`src/nca_pkg.sv`:
```
`default_nettype none

package nca_pkg;

    // Default sizes of the centre store and of the coordinates.
    localparam int MAX_CENTERS_DEF = 16;
    localparam int DIMS_DEF        = 4;
    localparam int COORD_BITS_DEF  = 16;

    // Fixed field widths of the ports.
    localparam int IN_COORD_W = 16;
    localparam int IN_COORDS  = 4;
    localparam int SLOT_W     = 4;
    localparam int TAG_W      = 16;
    localparam int CFG_W      = 5;
    localparam int IDX_W      = 4;
    localparam int DIST_W     = 34;

    // Registers from centre row to squared term inside one lane.
    localparam int LANE_LAT = 2;

    // Function codes of an input item.
    localparam logic FUNC_LOAD     = 1'b0;
    localparam logic FUNC_CLASSIFY = 1'b1;

    // Control travelling alongside one centre through lanes and merge.
    typedef struct packed {
        logic             valid;
        logic             first;
        logic             last;
        logic [IDX_W-1:0] idx;
    } t_scan_ctl;

    // Result handed from the merge stage to the top level.
    typedef struct packed {
        logic              done;
        logic [IDX_W-1:0]  idx;
        logic [DIST_W-1:0] dist_sq;
    } t_result;

endpackage

`default_nettype wire

```
`src/nca_lane.sv`:
```
`default_nettype none

module nca_lane #(
    parameter int COORD_BITS = nca_pkg::COORD_BITS_DEF
) (
    input  wire logic                           i_clk,
    input  wire logic signed [COORD_BITS-1:0]   i_center,
    input  wire logic signed [COORD_BITS-1:0]   i_point,
    output logic         [2*COORD_BITS-1:0]     o_sq
);

    logic signed [COORD_BITS:0]     r_diff;
    logic signed [2*COORD_BITS+1:0] w_prod;
    logic        [2*COORD_BITS-1:0] r_sq;

    // Difference of one coordinate, one bit wider so that it never wraps.
    always_ff @(posedge i_clk) begin
        r_diff <= (COORD_BITS+1)'(i_center) - (COORD_BITS+1)'(i_point);
    end

    // The square stays below 2^(2*COORD_BITS), so the low half holds it exactly.
    assign w_prod = r_diff * r_diff;

    always_ff @(posedge i_clk) begin
        r_sq <= w_prod[2*COORD_BITS-1:0];
    end

    assign o_sq = r_sq;

endmodule

`default_nettype wire

```
`src/nca_merge.sv`:
```
`default_nettype none

module nca_merge #(
    parameter int DIMS       = nca_pkg::DIMS_DEF,
    parameter int COORD_BITS = nca_pkg::COORD_BITS_DEF
) (
    input  wire logic                      i_clk,
    input  wire logic                      i_rst_n,
    input  wire logic [2*COORD_BITS-1:0]   i_sq [DIMS],
    input  wire nca_pkg::t_scan_ctl        i_ctl,
    output nca_pkg::t_result               o_res
);

    localparam int LEVELS = $clog2(DIMS);
    localparam int P      = 1 << LEVELS;
    localparam int SUM_W  = (2*COORD_BITS + LEVELS > 64) ? 64 : 2*COORD_BITS + LEVELS;
    localparam int DW     = nca_pkg::DIST_W;

    logic [SUM_W-1:0]       w_leaf [P];
    logic [SUM_W-1:0]       w_root;
    nca_pkg::t_scan_ctl     w_root_ctl;
    logic                   w_win;
    logic [SUM_W-1:0]       r_best;
    logic [nca_pkg::IDX_W-1:0] r_best_idx;
    logic                   r_done;
    logic [nca_pkg::IDX_W-1:0] r_idx;
    logic [DW-1:0]          r_dist;

    // Lane terms padded with zeros up to a power of two.
    for (genvar i = 0; i < P; i++) begin : g_leaf
        if (i < DIMS) begin : g_used
            assign w_leaf[i] = SUM_W'(i_sq[i]);
        end else begin : g_pad
            assign w_leaf[i] = '0;
        end
    end

    // Registered adder tree, one register per level; sums over 64 bits wrap.
    if (LEVELS == 0) begin : g_single
        assign w_root     = w_leaf[0];
        assign w_root_ctl = i_ctl;
    end else begin : g_tree
        logic [SUM_W-1:0]   r_node [P-1];
        logic [SUM_W-1:0]   w_a    [P-1];
        logic [SUM_W-1:0]   w_b    [P-1];
        nca_pkg::t_scan_ctl r_ctl_d [LEVELS];

        for (genvar j = 0; j < P-1; j++) begin : g_node
            if (2*j+1 >= P-1) begin : g_from_leaf
                assign w_a[j] = w_leaf[2*j+1-(P-1)];
                assign w_b[j] = w_leaf[2*j+2-(P-1)];
            end else begin : g_from_node
                assign w_a[j] = r_node[2*j+1];
                assign w_b[j] = r_node[2*j+2];
            end
        end

        always_ff @(posedge i_clk) begin
            for (int j = 0; j < P-1; j++) begin
                r_node[j] <= w_a[j] + w_b[j];
            end
        end

        // Control follows the tree so that it meets the finished sum.
        always_ff @(posedge i_clk) begin
            if (!i_rst_n) begin
                for (int k = 0; k < LEVELS; k++) begin
                    r_ctl_d[k] <= '0;
                end
            end else begin
                r_ctl_d[0] <= i_ctl;
                for (int k = 1; k < LEVELS; k++) begin
                    r_ctl_d[k] <= r_ctl_d[k-1];
                end
            end
        end

        assign w_root     = r_node[0];
        assign w_root_ctl = r_ctl_d[LEVELS-1];
    end

    // The first centre always wins; later ones only when strictly nearer.
    assign w_win = w_root_ctl.first || (w_root < r_best);

    always_ff @(posedge i_clk) begin
        if (!i_rst_n) begin
            r_done <= 1'b0;
        end else begin
            r_done <= w_root_ctl.valid && w_root_ctl.last;
        end
    end

    // Running minimum and the result of the last centre.
    always_ff @(posedge i_clk) begin
        if (w_root_ctl.valid && w_win) begin
            r_best     <= w_root;
            r_best_idx <= w_root_ctl.idx;
        end
        if (w_root_ctl.valid && w_root_ctl.last) begin
            r_dist <= w_win ? DW'(w_root) : DW'(r_best);
            r_idx  <= w_win ? w_root_ctl.idx : r_best_idx;
        end
    end

    assign o_res.done    = r_done;
    assign o_res.idx     = r_idx;
    assign o_res.dist_sq = r_dist;

endmodule

`default_nettype wire

```
`src/nearest_center_assign.sv`:
```
`default_nettype none

// Nearest-centre assignment for k-means clustering.
// Items enter on start while busy is low. A load item (i_func low) writes
// the coordinates of slot i_center_slot in that same cycle and leaves busy
// low, so loads may follow one per cycle. A classify item (i_func high)
// raises busy and scans centres 0 to num_centers-1, one centre per cycle,
// with DIMS lanes forming the squared coordinate differences side by side
// and a registered adder tree plus running minimum merging them.
// o_done pulses for one cycle with o_tag_out, o_nearest_center and
// o_min_distance; the receiver cannot stall, so the result must be taken
// then. Busy falls at the edge that ends the strobe, so the next item is
// taken only after the result of a classify item has been given on o_done.
// num_centers is written on the cfg channel while idle.
// Reset clears the control state and sets num_centers to one; the centre
// memory is not cleared and every slot used must be loaded first.
module nearest_center_assign #(
    parameter int MAX_CENTERS = nca_pkg::MAX_CENTERS_DEF,
    parameter int DIMS        = nca_pkg::DIMS_DEF,
    parameter int COORD_BITS  = nca_pkg::COORD_BITS_DEF
) (
    input  wire logic                                    i_clk,
    input  wire logic                                    i_rst_n,
    input  wire logic                                    start,
    output logic                                         busy,
    input  wire logic                                    i_func,
    input  wire logic        [nca_pkg::SLOT_W-1:0]       i_center_slot,
    input  wire logic        [nca_pkg::TAG_W-1:0]        i_point_tag,
    input  wire logic signed [nca_pkg::IN_COORD_W-1:0]   i_coord0,
    input  wire logic signed [nca_pkg::IN_COORD_W-1:0]   i_coord1,
    input  wire logic signed [nca_pkg::IN_COORD_W-1:0]   i_coord2,
    input  wire logic signed [nca_pkg::IN_COORD_W-1:0]   i_coord3,
    input  wire logic                                    i_cfg_valid,
    output logic                                         o_cfg_ready,
    input  wire logic        [nca_pkg::CFG_W-1:0]        i_cfg_data,
    output logic                                         o_done,
    output logic             [nca_pkg::TAG_W-1:0]        o_tag_out,
    output logic             [nca_pkg::IDX_W-1:0]        o_nearest_center,
    output logic             [nca_pkg::DIST_W-1:0]       o_min_distance
);

    localparam int AW    = $clog2(MAX_CENTERS);
    localparam int ROW_W = DIMS * COORD_BITS;
    localparam int IW    = nca_pkg::IDX_W;
    localparam int CW    = nca_pkg::CFG_W;

    typedef enum logic [1:0] {
        S_IDLE,
        S_SCAN,
        S_WAIT
    } t_state;

    t_state                           r_state;
    logic [AW-1:0]                    r_addr;
    logic [AW-1:0]                    r_last;
    logic [AW-1:0]                    w_last;
    logic [31:0]                      w_eff;
    logic [CW-1:0]                    r_num_centers;
    logic [ROW_W-1:0]                 r_mem [MAX_CENTERS];
    logic [ROW_W-1:0]                 r_rd_row;
    logic [ROW_W-1:0]                 w_row;
    logic signed [nca_pkg::IN_COORD_W-1:0] w_in [nca_pkg::IN_COORDS];
    logic signed [COORD_BITS-1:0]     w_pt [DIMS];
    logic signed [COORD_BITS-1:0]     r_point [DIMS];
    logic [nca_pkg::TAG_W-1:0]        r_tag;
    logic [2*COORD_BITS-1:0]          w_sq [DIMS];
    nca_pkg::t_scan_ctl               r_ctl_rd;
    nca_pkg::t_scan_ctl               r_ctl_p [nca_pkg::LANE_LAT];
    nca_pkg::t_result                 w_res;
    logic                             w_take;
    logic                             w_cls_go;
    logic                             w_load_go;

    assign busy        = (r_state != S_IDLE);
    assign o_cfg_ready = !busy;

    assign w_take    = start && !busy;
    assign w_cls_go  = w_take && (i_func == nca_pkg::FUNC_CLASSIFY);
    assign w_load_go = w_take && (i_func == nca_pkg::FUNC_LOAD)
                       && (32'(i_center_slot) < 32'(MAX_CENTERS));

    // Coordinates wrapped to the stored width; missing dimensions are zero.
    assign w_in[0] = i_coord0;
    assign w_in[1] = i_coord1;
    assign w_in[2] = i_coord2;
    assign w_in[3] = i_coord3;

    for (genvar d = 0; d < DIMS; d++) begin : g_coord
        if (d < nca_pkg::IN_COORDS) begin : g_field
            assign w_pt[d] = COORD_BITS'(w_in[d]);
        end else begin : g_zero
            assign w_pt[d] = '0;
        end
        assign w_row[d*COORD_BITS +: COORD_BITS] = w_pt[d];
    end

    // Centre count register, reset to one.
    always_ff @(posedge i_clk) begin
        if (!i_rst_n) begin
            r_num_centers <= CW'(1);
        end else if (i_cfg_valid && o_cfg_ready) begin
            r_num_centers <= i_cfg_data;
        end
    end

    // Centres scanned: zero counts as one, excess counts as the store size.
    always_comb begin
        w_eff = 32'(r_num_centers);
        if (w_eff == 32'd0) begin
            w_eff = 32'd1;
        end else if (w_eff > 32'(MAX_CENTERS)) begin
            w_eff = 32'(MAX_CENTERS);
        end
        w_last = AW'(w_eff - 32'd1);
    end

    // Centre memory: one write port for loads, one registered read port.
    always_ff @(posedge i_clk) begin
        if (w_load_go) begin
            r_mem[AW'(i_center_slot)] <= w_row;
        end
        r_rd_row <= r_mem[r_addr];
    end

    // Point and tag of the item being classified.
    always_ff @(posedge i_clk) begin
        if (w_cls_go) begin
            r_tag <= i_point_tag;
            for (int d = 0; d < DIMS; d++) begin
                r_point[d] <= w_pt[d];
            end
        end
    end

    // Scan sequencer: one centre address per cycle, then wait for the merge.
    always_ff @(posedge i_clk) begin
        if (!i_rst_n) begin
            r_state  <= S_IDLE;
            r_addr   <= '0;
            r_last   <= '0;
            r_ctl_rd <= '0;
        end else begin
            case (r_state)
                S_IDLE: begin
                    r_ctl_rd.valid <= 1'b0;
                    if (w_cls_go) begin
                        r_addr  <= '0;
                        r_last  <= w_last;
                        r_state <= S_SCAN;
                    end
                end
                S_SCAN: begin
                    r_ctl_rd.valid <= 1'b1;
                    r_ctl_rd.first <= (r_addr == '0);
                    r_ctl_rd.last  <= (r_addr == r_last);
                    r_ctl_rd.idx   <= IW'(r_addr);
                    if (r_addr == r_last) begin
                        r_state <= S_WAIT;
                    end else begin
                        r_addr <= r_addr + AW'(1);
                    end
                end
                S_WAIT: begin
                    r_ctl_rd.valid <= 1'b0;
                    if (w_res.done) begin
                        r_state <= S_IDLE;
                    end
                end
                default: begin
                    r_ctl_rd.valid <= 1'b0;
                    r_state        <= S_IDLE;
                end
            endcase
        end
    end

    // One lane per dimension works on the centre row just read.
    for (genvar d = 0; d < DIMS; d++) begin : g_lane
        nca_lane #(
            .COORD_BITS (COORD_BITS)
        ) u_lane (
            .i_clk    (i_clk),
            .i_center (r_rd_row[d*COORD_BITS +: COORD_BITS]),
            .i_point  (r_point[d]),
            .o_sq     (w_sq[d])
        );
    end

    // Control delayed to match the lane latency.
    always_ff @(posedge i_clk) begin
        if (!i_rst_n) begin
            for (int k = 0; k < nca_pkg::LANE_LAT; k++) begin
                r_ctl_p[k] <= '0;
            end
        end else begin
            r_ctl_p[0] <= r_ctl_rd;
            for (int k = 1; k < nca_pkg::LANE_LAT; k++) begin
                r_ctl_p[k] <= r_ctl_p[k-1];
            end
        end
    end

    nca_merge #(
        .DIMS       (DIMS),
        .COORD_BITS (COORD_BITS)
    ) u_merge (
        .i_clk   (i_clk),
        .i_rst_n (i_rst_n),
        .i_sq    (w_sq),
        .i_ctl   (r_ctl_p[nca_pkg::LANE_LAT-1]),
        .o_res   (w_res)
    );

    assign o_done           = w_res.done;
    assign o_nearest_center = w_res.idx;
    assign o_min_distance   = w_res.dist_sq;
    assign o_tag_out        = r_tag;

    // A result only appears while a classify item waits for it.
    a_done_in_wait: assert property (@(posedge i_clk) disable iff (!i_rst_n)
        o_done |-> (r_state == S_WAIT))
        else $error("result strobe outside the wait state");

    // A classify item starts the scan at centre zero.
    a_scan_start: assert property (@(posedge i_clk) disable iff (!i_rst_n)
        w_cls_go |=> (r_state == S_SCAN) && (r_addr == '0))
        else $error("classify item did not start the scan");

    // Centre reads are tagged valid only for addresses issued by the scan.
    a_read_in_scan: assert property (@(posedge i_clk) disable iff (!i_rst_n)
        r_ctl_rd.valid |-> ($past(r_state) == S_SCAN))
        else $error("centre read marked valid outside the scan");

    // The configuration register is never written during a classify item.
    a_cfg_idle: assert property (@(posedge i_clk) disable iff (!i_rst_n)
        (r_state != S_IDLE) |=> $stable(r_num_centers))
        else $error("centre count changed while busy");

endmodule

`default_nettype wire
```
`config.mk`:
```
export PLATFORM = sky130hd
export DESIGN_NAME = nearest_center_assign
export DESIGN_NICKNAME = d
export VERILOG_FILES = /design/src/nca_pkg.sv /design/src/nca_lane.sv /design/src/nca_merge.sv /design/src/nearest_center_assign.sv
export SDC_FILE = /design/constraint.sdc
export NUM_CORES = 2
export LEC_CHECK = 0
export ABC_CLOCK_PERIOD_IN_PS = 14600
export BUFFER_PORTS_ARGS = -buffer_cell sky130_fd_sc_hd__buf_2
export CAP_MARGIN = 25
export CORE_MARGIN = 5
export CORE_UTILIZATION = 60
export CTS_BUF_LIST = sky130_fd_sc_hd__clkbuf_4
export DETAILED_ROUTE_END_ITERATION = 6
export HOLD_SLACK_MARGIN = 0.02
export MAX_ROUTING_LAYER = met4
export PLACE_DENSITY = 0.74
export SLEW_MARGIN = 30
export SYNTH_ARGS = -nofsm -noshare
export SYNTH_HDL_FRONTEND = slang
export SYNTH_HIERARCHICAL = 1
export SYNTH_SLANG_ARGS = --single-unit
```
`constraint.sdc`:
```
create_clock -name i_clk -period 14.6 [get_ports i_clk]
set_input_delay 0.73 -clock i_clk [delete_from_list [all_inputs] [get_ports i_clk]]
set_output_delay 0.73 -clock i_clk [all_outputs]
set_load 0.005 [all_outputs]
```
==> impl_metrics.tcl <==
set metrics [dict create \
    grt_max_degree 142 \
    grtUsageMet1_pct 34.82 \
    cts_buffers 400 \
    clock_latency_ps 1300 \
    cts_tree "yes" \
    initialDrtViolationCount 4480 \
    cts_sinks 1587 \
    core_mm2 0.1630 \
    synth_fp_nets 9273 \
    tns_ps 0 \
    synth_edf_count 1180 \
    cp-start-kind "flop" \
    setup_violations 0 \
    antenna_found_initial 23 \
    grt_pass1_vias 63240 \
    synthTopCellsByArea "edfxtp_1 (36%), fa_1 (21%), dfxtp_1 (8.3%), ha_1 (6.8%), mux4_2 (5.9%)" \
    htreeDepth 5 \
    cts_resized 0 \
    avgRoutedWirePerCell_um 20.53 \
    viasPerCell 5.575 \
    drt_first_pass_iters 7 \
    status "complete, but fails checks" \
    busiest_layer "met2" \
    tightest_slew_ps 1016 \
    violations "DRC" \
    synth_top_area_cell "edfxtp_1" \
    rsz0062_at_grt "false" \
    crit_path_max_incr_delay_ps 790 \
    drive_gt1_share_pct 14.57 \
    nets 9794 \
    slowest_stage "dfxtp_1" \
    arrival_ps 8120 \
    required_ps 15780 \
    fp.dieH_um 415.3 \
    min_period_over_period_pct 47.59 \
    cts.clk_slew.worst_paths_ps 70 \
    ys_ff_latch 1587 \
    ys_warn_count 6 \
    crit_path_end_kind "flop" \
    maxSlewHeadroom_pct 32.24 \
    critical_path_class "flop to flop" \
    die-area_mm2 0.1724 \
    hp-class "input pin to flop" \
    n_fill_cell 11950 \
    synth_flop_cell "edfxtp_1" \
    post-route-min-period_ps 6948 \
    maxSlewViolCount 0 \
    hold_viol 0 \
    gp_congestion 0.9084 \
    synthDominantCellAreaShare_pct 35.96 \
    use_met3_pct 5.077 \
    grt_overflow 0 \
    synthCells 7611 \
    rows 148 \
    grt_use_met2_pct 43.00 \
    gr-usage-all-layers_pct 26.51 \
    vias 59290 \
    max_freq_mhz 143.9 \
    async_reset_ff_share_pct 0 \
    crit_top_cell "fa_1" \
    reg2reg_slack_ps 7650 \
    netlist_top_cells_count "inv_1 (1493), edfxtp_1 (1180), fa_1 (1031)" \
    maxCapViolCount 0 \
    skew_ps 142.4 \
    io_buffer_count 150 \
    synth_area_mm2 0.09854 \
    wirelength_mm 218.4 \
    syn_avg_cell_area_um2 12.95 \
    path_max_fanout 13 \
    synthDistinctLibCells 103 \
    initial_core_util_pct 60.47 \
    ant_nets 0 \
    cts-root-buf "clkbuf_4" \
    drc 6 \
    crit_chain "inv_1 -> nor2_1 -> ha_1 -> xnor2_1 -> fa_1 -> fa_1 -> fa_1 -> fa_1 -> inv_1 -> fa_1 -> inv_1 -> ha_1 -> nand4_1 -> o41ai_2 -> o31a_1 -> a41o_1 -> nor3_2 -> o31ai_1 -> o41ai_2 -> xnor2_1" \
    synth.most_common_cell "inv_1" \
    grt_pass1_wl_mm 346.7 \
    dp_hpwl_mm 148.4 \
    die_x_um 415.3 \
    clock_path_buffers 4 \
    ioPinCount 151 \
    yosysSeqAreaShare_pct 44.23 \
    syn_to_final_growth_pct 9.621 \
]
[placed cells by master (no fill, tap or decap), drive strengths merged, types with 17 or more instances in the layout]
| master | count |
|---|---|
| xor2 | 75 |
| nand2 | 492 |
| o211ai | 17 |
| a211oi | 25 |
| clkbuf | 587 |
| dlygate4sd3 | 114 |
| clkinv | 112 |
| nor2 | 259 |
| and2 | 229 |
| fa | 1031 |
| nor2b | 83 |
| a21o | 91 |
| nand3 | 59 |
| or3 | 23 |
| buf | 204 |
| a31oi | 24 |
| a21oi | 202 |
| edfxtp | 1180 |
| diode | 20 |
| mux2 | 42 |
| o21a | 50 |
| o21ai | 116 |
| nand2b | 31 |
| xnor2 | 237 |
| nor3 | 58 |
| a31o | 18 |
| ha | 537 |
| dfxtp | 407 |
| nand4 | 22 |
| mux4 | 256 |
| and3 | 24 |
| inv | 1499 |
| a22oi | 128 |
| o21bai | 22 |
[metal layers]
layer / part of all wire, % / wire (um)
met1: 40 / 88040
met2: 50 / 109300
met3: 7.5 / 16340
met4: 2.2 / 4712
met5: 0 / 0
[what timing repair did]
item / CTS / global route
buffers inserted: 0 / 0
hold endpoints to repair: 1204 / 0
hold buffers: 114 / 0
[through the flow]
stage / std cells / util, % / area (um2) / setup WS, ps / hold slack (ps)
floorplan: 7611 / - / 98540 / 8041 / 402.7
global placement: 9789 / 62.41 / 101700 / 7748 / 410.2
detailed placement: 9790 / 62.43 / 101700 / 7586 / 411.0
CTS: 10620 / 66.24 / 107900 / 7517 / 37.79
global route: 10630 / 66.28 / 108000 / 7241 / 131.0
finish: 10640 / 66.29 / 108000 / 7652 / 266.3
[registers in the layout (all words and copies together), names as in the netlist, 5 cells and up]
name	count
r_ctl_rd	7
r_mem	1024
g_lane.u_lane/o_sq	124
u_merge/r_best	34
u_merge/g_tree.r_node	100
o_tag_out	16
r_num_centers	5
g_lane.u_lane/r_diff	68
u_merge/g_tree.r_ctl_d	14
r_ctl_p	14
u_merge/r_dist	34
r_rd_row	64
r_point	64
[final timing paths]
| check | endpoint | startpoint | depth (start not counted) |
|---|---|---|---|
| max | g_lane[2].u_lane/o_sq[31] | g_lane[2].u_lane/r_diff[8] | 20 |
| min | r_mem[10][54] | i_center_slot[1] | 3 |
| min reg2reg | u_merge/r_best[32] | u_merge/g_tree.r_node[0][32] | 0 |
| max reg2reg | g_lane[2].u_lane/o_sq[31] | g_lane[2].u_lane/r_diff[8] | 20 |
[area by class of cell]
| type | count | area, um2 | area share, % |
|---|---|---|---|
| clock inverter | 124 | 654.4 | 0.6058 |
| multi-input combinational | 4331 | 48610 | 45.00 |
| clock buffer | 587 | 4407 | 4.080 |
| sequential | 1587 | 43590 | 40.36 |
| inverter | 1494 | 5610 | 5.194 |
| antenna | 20 | 50.05 | 0.04633 |
| timing repair buffer | 318 | 2374 | 2.197 |
| tap | 2175 | 2721 | 2.519 |
[logic make-up (layout without fill, tap and decap cells)]
group / Yosys count / count (layout) / share of synthesized area (%)
multiplexers: 304 / 304 / 6.392
other: 4 / 24 / 0.01523
buffers and inverters: 1693 / 2523 / 6.594
flip-flops: 1587 / 1587 / 44.23
AND/OR/NAND/NOR: 1331 / 1331 / 6.487
AO/OA/AOI/OAI: 812 / 812 / 5.745
XOR/XNOR: 312 / 312 / 2.773
adder cells (fa/ha/maj): 1568 / 1568 / 27.76
[critical path, delay by kind of cell (launching register included)]
| kind | cells | cell delay, ps |
|---|---|---|
| compound gates | 5 | 1530 |
| simple gates | 3 | 520 |
| buf+inv | 3 | 430 |
| xor+xnor | 2 | 340 |
| flops | 1 | 790 |
| fa+ha+maj | 7 | 3200 |
Power is left out: the tool's default activity adds up to more than one toggle a clock period on the data nets, which glitch-free logic cannot reach.
